## config.mk

```make
export PLATFORM = sky130hd
export DESIGN_NAME = ffca_alu
export DESIGN_NICKNAME = d
export VERILOG_FILES = /design/src/rtl/core/ffca_pkg.sv /design/src/rtl/core/ffca_alu.sv
export SDC_FILE = /design/constraint.sdc
export NUM_CORES = 1
export LEC_CHECK = 0
export BUFFER_PORTS_ARGS = -buffer_cell sky130_fd_sc_hd__buf_2
export CAP_MARGIN = 30
export CORE_MARGIN = 8
export CORE_UTILIZATION = 51
export DETAILED_ROUTE_END_ITERATION = 7
export PLACE_DENSITY = 0.95
export SYNTH_ARGS = -nofsm -noshare
export SYNTH_HDL_FRONTEND = slang
export SYNTH_SLANG_ARGS = --single-unit
```

## constraint.sdc

```tcl
create_clock -name vclk -period 10.3
set_clock_uncertainty 0.1 [all_clocks]
set_input_delay 2.06 -clock vclk [all_inputs]
set_output_delay 2.06 -clock vclk [all_outputs]
set_load 0.02 [all_outputs]
```

## src/rtl/core/ffca_pkg.sv

```systemverilog
// Shared widths and types for the first-fit capacity allocator.
package ffca_pkg;

  localparam int unsigned DataW     = 32;
  localparam int unsigned SlotW     = 10;
  localparam int unsigned SlotNumW  = 11;
  localparam int unsigned InTdataW  = 48;
  localparam int unsigned OutTdataW = 16;

  // Results of the shared subtract/compare unit
  typedef struct packed {
    logic             ge;
    logic [DataW-1:0] max;
    logic [DataW-1:0] diff;
  } ffca_alu_res_t;

endpackage

```

## src/rtl/core/ffca_alu.sv

```systemverilog
// Shared 32-bit subtractor: one borrow chain gives compare, max and difference.
module ffca_alu (
  input  logic [ffca_pkg::DataW-1:0] a,
  input  logic [ffca_pkg::DataW-1:0] b,
  output ffca_pkg::ffca_alu_res_t    res
);
  import ffca_pkg::*;

  logic [DataW:0] d;

  assign d        = {1'b0, a} - {1'b0, b};
  assign res.ge   = ~d[DataW];
  assign res.diff = d[DataW-1:0];
  assign res.max  = res.ge ? a : b;

endmodule

```

==> impl_metrics.py, run 1 <==
metrics = {
    "placement": {
        "io_buffers": 129,
        "dp_hpwl_um": 6550,
        "gp_congestion": 0.884,
        "place_worst_setup_slack_ps": 2910,
    },
    "synth": {
        "seq_area_frac_synth": 0,
        "avgSynthCellArea_sq_um": 7.40,
        "synth_largest_area_cell": "mux2_4",
        "yosysMostFrequentCell": "inv_1",
        "yosysUniqueCellTypes": 46,
        "synth_common_cells": "inv_1, a21oi_1, ha_1, mux2_4, nand2_1",
        "synth_area_leaders": "mux2_4, ha_1, xnor2_1",
        "yosysTopAreaCellShare": 0.181,
        "syn_area_sq_um": 2320,
        "syn_inst": 314,
        "ys_warn_count": 0,
        "syn_nets": 411,
    },
    "floorplanning": {
        "die_h_um": 83.5,
        "die_w_um": 83.5,
        "io_pins": 129,
        "core_sq_um": 4380,
        "initial_core_util": 0.530,
        "placementRows": 24,
        "dieArea_sq_um": 6970,
    },
    "worst_setup_path": {
        "critical_path_class": "in2out",
        "crit_arrival_ps": 5230,
        "critical_path_required_ps": 8140,
        "cp_common_cell": "buf_2",
        "path_cells": "buf_2 -> inv_1 -> ha_1 -> fa_1 -> and2b_1 -> o2111ai_1 -> a211o_1 -> o311a_1 -> o211a_4 -> a2bb2oi_4 -> buf_4 -> mux2_4 -> buf_2",
        "cp_slowest_stage_delay_ps": 400,
        "cp_slowest_cell": "fa_1",
        "crit_path_end_kind": "primary output",
        "startpoint_type": "primary input",
        "crit_fanout": 24,
    },
    "global_routing": {
        "grt_pass1_vias": 2849,
        "track_usage": 0.201,
        "grt_pass1_wl_um": 12700,
        "gr-total-overflow": 0,
        "grt_start_max_net_pins": 25,
        "antenna_found_initial": 0,
    },
    "detailed_routing": {
        "drt-vias-per-instance": 5.66,
        "first_iter_violations": 136,
        "first_pass_iters": 6,
        "final_antenna_net_count": 0,
        "drcViolationCount": 0,
        "drt-wirelength-per-cell_um": 15.6,
        "drt-total-wl_um": 7560,
        "vias": 2743,
    },
    "sta": {
        "setup_viol": 0,
        "worst_pin_slew_ps": 645,
        "fin_crit_ps": 7390,
        "max_freq_ghz": 0.135,
        "setup_tns_ps": 0,
        "rsz0062_at_grt": "false",
        "layout_setup_ws_ps": 2910,
        "period_share": 0.718,
        "slew_violations": 0,
        "hold_viol_final": 0,
        "maxSlewHeadroom": 0.564,
    },
    "finish": {
        "antennaDiodeCount": 0,
        "final-seq-area_sq_um": 0,
        "final_nets": 532,
        "clkbuf_count": 0,
        "fin_util": 0.682,
        "seq_cells": 0,
        "drive_gt1_frac": 0.383,
        "areaGrowthSynthToFinish_pct": 28.7,
    },
    "hold_path": {
        "hp-start": "b[27]",
        "hold_end": "res[59]",
        "hold_depth": 3,
        "worstHoldPathType": "in2out",
    },
    "power_and_ir_drop": {
        "power_frac_seq": 0,
        "ir_worst_vdd_uv": 53.0,
        "cellLeakagePower_nw": 1.66,
        "p_clk_frac": 0,
        "internal_power_mw": 0.112,
        "switching_power_mw": 0.163,
        "p_comb_frac": 1.000,
        "power_density_nw_per_um2": 92.1,
        "sw_frac_of_total": 0.593,
    },
    "clock_tree": {
        "post_cts_resized": 0,
        "postCtsSetupBuffers": 0,
        "hold_buffers": 0,
    },
    "job": {
        "max-cap-violations": 0,
    },
    "status": {
        "status": "finished clean",
    },
}
[cell families after synthesis]
logic type | Yosys count | share of synthesized area
compound gates | 99 | 0.277
simple gates | 67 | 0.134
buf+inv | 53 | 0.0954
fa+ha+maj | 33 | 0.181
mux | 32 | 0.200
xor+xnor | 30 | 0.113
[power groups by stage]
stage	Sequential [mW]	Combinational [mW]	Clock (mW)
6_report	0	0.275	0
4_1_cts	0	0.276	0
3_3_place_gp	0	0.268	0
3_5_place_dp	0	0.275	0
2_1_floorplan	0	0.194	0
5_1_grt	0	0.297	0
[how the worst max path moves through the flow]
stage | start | end | slack [ps] | depth (start not counted)
after floorplan | a[0] | res[33] | 3470 | 11
after detailed placement | a[0] | res[45] | 2910 | 13
after global routing | a[0] | res[58] | 2790 | 13
after CTS | a[0] | res[45] | 2910 | 13
after global placement | a[0] | res[52] | 2990 | 13
final | a[0] | res[45] | 2910 | 13
[layout make-up]
cell class                 count  area (sq um)
fill                         371          1400
inverter                      42           158
multi-input combinational    261          2110
tap                           52          65.1
timing repair buffer         130           653
[layer usage]
metal / wire (um) / share of wire / vias to the layer above / global-route usage
met5: 0 / 0 / - / 0
met4: 84 / 0.011 / 0 / 0.0141
met3: 604 / 0.080 / 14 / 0.0527
met2: 3800 / 0.50 / 116 / 0.378
met1: 3060 / 0.41 / 1246 / 0.229
li1: - / - / 1367 / -
[stage by stage]
| stage | area [sq um] | instances | hold slack (ps) | total power [mW] |
|---|---|---|---|---|
| 4_1_cts | 2990 | 485 | 4380 | 0.276 |
| 3_3_place_gp | 2990 | 485 | 4380 | 0.268 |
| 6_report | 2990 | 485 | 4380 | 0.275 |
| 2_1_floorplan | 2320 | 314 | 4180 | 0.194 |
| 5_1_grt | 2990 | 485 | 4390 | 0.297 |
| 3_5_place_dp | 2990 | 485 | 4380 | 0.275 |
[worst max-delay path: cells and delay by family]
| kind | cells | cell delay [ps] |
|---|---|---|
| multiplexers | 1 | 350 |
| AND/OR/NAND/NOR | 1 | 230 |
| buffers and inverters | 4 | 610 |
| AO/OA/AOI/OAI | 5 | 1350 |
| adder cells (fa/ha/maj) | 2 | 610 |
[cells in the final DEF, fill, tap and decap left out, drive strengths merged, types with 3 or more instances in the layout]
master  instances
buf           130
inv            42
a21oi          35
ha             32
mux2           31
nand2          24
xnor2          21
o21ai          18
nor2           18
xor2            9
o21a            8
nand4           7
nand3           7
a21o            5
a31oi           5
a211oi          4
o211ai          3
o21bai          3
Power figures use the tool's default switching activity.
==> run 2: changes to the inputs <==
--- a/config.mk
+++ b/config.mk
@@ -5,12 +5,13 @@
 export SDC_FILE = /design/constraint.sdc
 export NUM_CORES = 1
 export LEC_CHECK = 0
+export ABC_AREA = 1
 export BUFFER_PORTS_ARGS = -buffer_cell sky130_fd_sc_hd__buf_2
 export CAP_MARGIN = 30
 export CORE_MARGIN = 8
-export CORE_UTILIZATION = 51
+export CORE_UTILIZATION = 47
 export DETAILED_ROUTE_END_ITERATION = 7
-export PLACE_DENSITY = 0.95
+export PLACE_DENSITY = 0.92
 export SYNTH_ARGS = -nofsm -noshare
 export SYNTH_HDL_FRONTEND = slang
 export SYNTH_SLANG_ARGS = --single-unit
==> constraint.sdc (replaced) <==
create_clock -name vclk -period 6.53
set_clock_uncertainty 0.1 [all_clocks]
set_input_delay 1.306 -clock vclk [all_inputs]
set_output_delay 1.306 -clock vclk [all_outputs]
set_load 0.02 [all_outputs]
==> run 2 against run 1 <==
First-iteration DRC count increased by 20%. Core utilization decreased by 8.9 points. Non-clock buffer count unchanged. Routed wire length increased by 26%. Sequential share of layout area unchanged. Via count increased by 47%. Global-route usage decreased by 1.1 points. Final cell count increased by 77%. Largest power group unchanged.
==> impl_metrics.py, run 2 <==
metrics = {
    "clock_tree": {
        "postCtsSetupBuffers": 0,
        "post_cts_resized": 0,
        "hold_buffers": 0,
    },
    "synth": {
        "synth_largest_area_cell": "nand2_1",
        "seq_area_frac_synth": 0,
        "avgSynthCellArea_sq_um": 4.72,
        "ys_warn_count": 0,
        "synth_common_cells": "nand2_1, inv_1, nand3_1, nor2_1, ha_1",
        "syn_nets": 758,
        "syn_inst": 661,
        "yosysUniqueCellTypes": 23,
        "yosysTopAreaCellShare": 0.350,
        "yosysMostFrequentCell": "nand2_1",
        "syn_area_sq_um": 3120,
        "synth_area_leaders": "nand2_1, inv_1, ha_1",
    },
    "worst_setup_path": {
        "cp_slowest_stage_delay_ps": 450,
        "crit_buf_inv": 4,
        "critical_path_required_ps": 5120,
        "cp_slowest_cell": "nand2_4",
        "crit_fanout": 33,
        "path_cells": "buf_2 -> inv_1 -> ha_1 -> fa_1 -> inv_1 -> nand2_1 -> nand2_1 -> nand3_1 -> nand2_2 -> nand2_2 -> nand2_4 -> nand2_4 -> nand2_4 -> nand2_1 -> nand2_1 -> buf_2",
        "crit_arrival_ps": 3670,
        "startpoint_type": "primary input",
        "cp_common_cell": "nand2_1",
        "critical_path.top_delay_family": "simple AND/OR/NAND/NOR gates",
        "critical_path_class": "in2out",
        "crit_path_end_kind": "primary output",
    },
    "placement": {
        "io_buffers": 129,
        "dp_hpwl_um": 8520,
        "place_area_sq_um": 3790,
        "gp_congestion": 0.919,
    },
    "detailed_routing": {
        "drt-total-wl_um": 9520,
        "vias": 4022,
        "final_antenna_net_count": 0,
        "drcViolationCount": 0,
        "first_iter_violations": 163,
        "first_pass_iters": 5,
        "drt-wirelength-per-cell_um": 11.1,
        "drt-vias-per-instance": 4.68,
    },
    "finish": {
        "final_area_sq_um": 3790,
        "mostFrequentLayoutCells": "nand2_1, inv_1, buf_2",
        "areaGrowthSynthToFinish_pct": 21.4,
        "final_common_cell": "nand2_1",
        "antennaDiodeCount": 0,
        "multi_input_area_sq_um": 2440,
        "fillers": 698,
        "final_nets": 881,
        "seq_cells": 0,
        "drive_gt1_frac": 0.207,
        "clkbuf_count": 0,
        "final-seq-area_sq_um": 0,
    },
    "power_and_ir_drop": {
        "p_comb_frac": 1.000,
        "cellLeakagePower_nw": 2.82,
        "power_frac_seq": 0,
        "sw_frac_of_total": 0.663,
        "power_density_nw_per_um2": 120,
        "switching_power_mw": 0.300,
        "ir_worst_vdd_uv": 98.0,
        "internal_power_mw": 0.152,
        "p_clk_frac": 0,
    },
    "floorplanning": {
        "dieArea_sq_um": 9500,
        "die_w_um": 97.5,
        "placementRows": 29,
        "core_sq_um": 6390,
        "io_pins": 129,
        "initial_core_util": 0.488,
        "die_h_um": 97.5,
    },
    "global_routing": {
        "antenna_found_initial": 0,
        "grt_pass1_wl_um": 16400,
        "grt_start_max_net_pins": 34,
        "grt_pass1_vias": 3864,
        "track_usage": 0.191,
        "gr-total-overflow": 0,
    },
    "sta": {
        "setup_viol": 0,
        "period_share": 0.777,
        "maxSlewHeadroom": 0.688,
        "hold_viol_final": 0,
        "rsz0062_at_grt": "false",
        "worst_pin_slew_ps": 468,
        "setup_tns_ps": 0,
        "slew_violations": 0,
        "fin_crit_ps": 5080,
        "max_freq_ghz": 0.197,
    },
    "hold_path": {
        "worstHoldPathType": "in2out",
    },
    "job": {
        "max-cap-violations": 0,
    },
    "status": {
        "status": "finished clean",
    },
}
-- run 2: cell types whose count changed in the layout (fill, tap and decap cells not counted), moves of 18 or more --
cell / before / now
nor2_1: 18 / 40
mux2_4: 28 / 0
nand3_1: 7 / 55
nand2_2: 0 / 23
o21ai_0: 18 / 0
inv_1: 42 / 157
xnor2_1: 21 / 2
nand2_1: 24 / 291
-- run 2: power by group through the flow --
stage               clock network [mW]  logic [mW]  registers, mW
CTS                                  0       0.454              0
global route                         0       0.506              0
finish                               0       0.453              0
floorplan                            0       0.319              0
global placement                     0       0.447              0
detailed placement                   0       0.453              0
-- run 2: routing by layer --
metal	wire length, um	GRT usage	vias to the layer above
met5	0	0	-
met4	78	0.0163	0
met3	555	0.0270	6
met2	4410	0.353	112
met1	4470	0.233	1707
li1	-	-	2197
-- run 2: final timing paths --
kind,start,to,slack [ps],cells after the start
max,a[0],res[41],1450,16
min,a[0],res[32],2840,4
-- run 2: cells by family after synthesis --
logic type | after synthesis | share of synthesized area
AOI/OAI and AO/OA | 22 | 0.0405
buffers and inverters | 168 | 0.217
adders and majority gates | 33 | 0.135
xor gates and xnor gates | 15 | 0.0421
and+or+nand+nor | 423 | 0.565
-- run 2: cell type report --
class | instances | share of cell area
inverter | 159 | 0.158
tap | 77 | 0.0254
timing repair buffer | 130 | 0.173
multi-input combinational | 493 | 0.644
-- run 2: stage by stage --
step / power, mW / cells / worst slack (ps) / util / hold slack (ps)
after floorplan: 0.319 / 661 / 2180 / - / 2670
after global placement: 0.447 / 859 / 1520 / 0.593 / 2830
after detailed placement: 0.453 / 859 / 1440 / 0.593 / 2840
after CTS: 0.454 / 859 / 1440 / 0.593 / 2840
after global routing: 0.506 / 859 / 1210 / 0.593 / 2860
final: 0.453 / 859 / 1450 / 0.593 / 2840
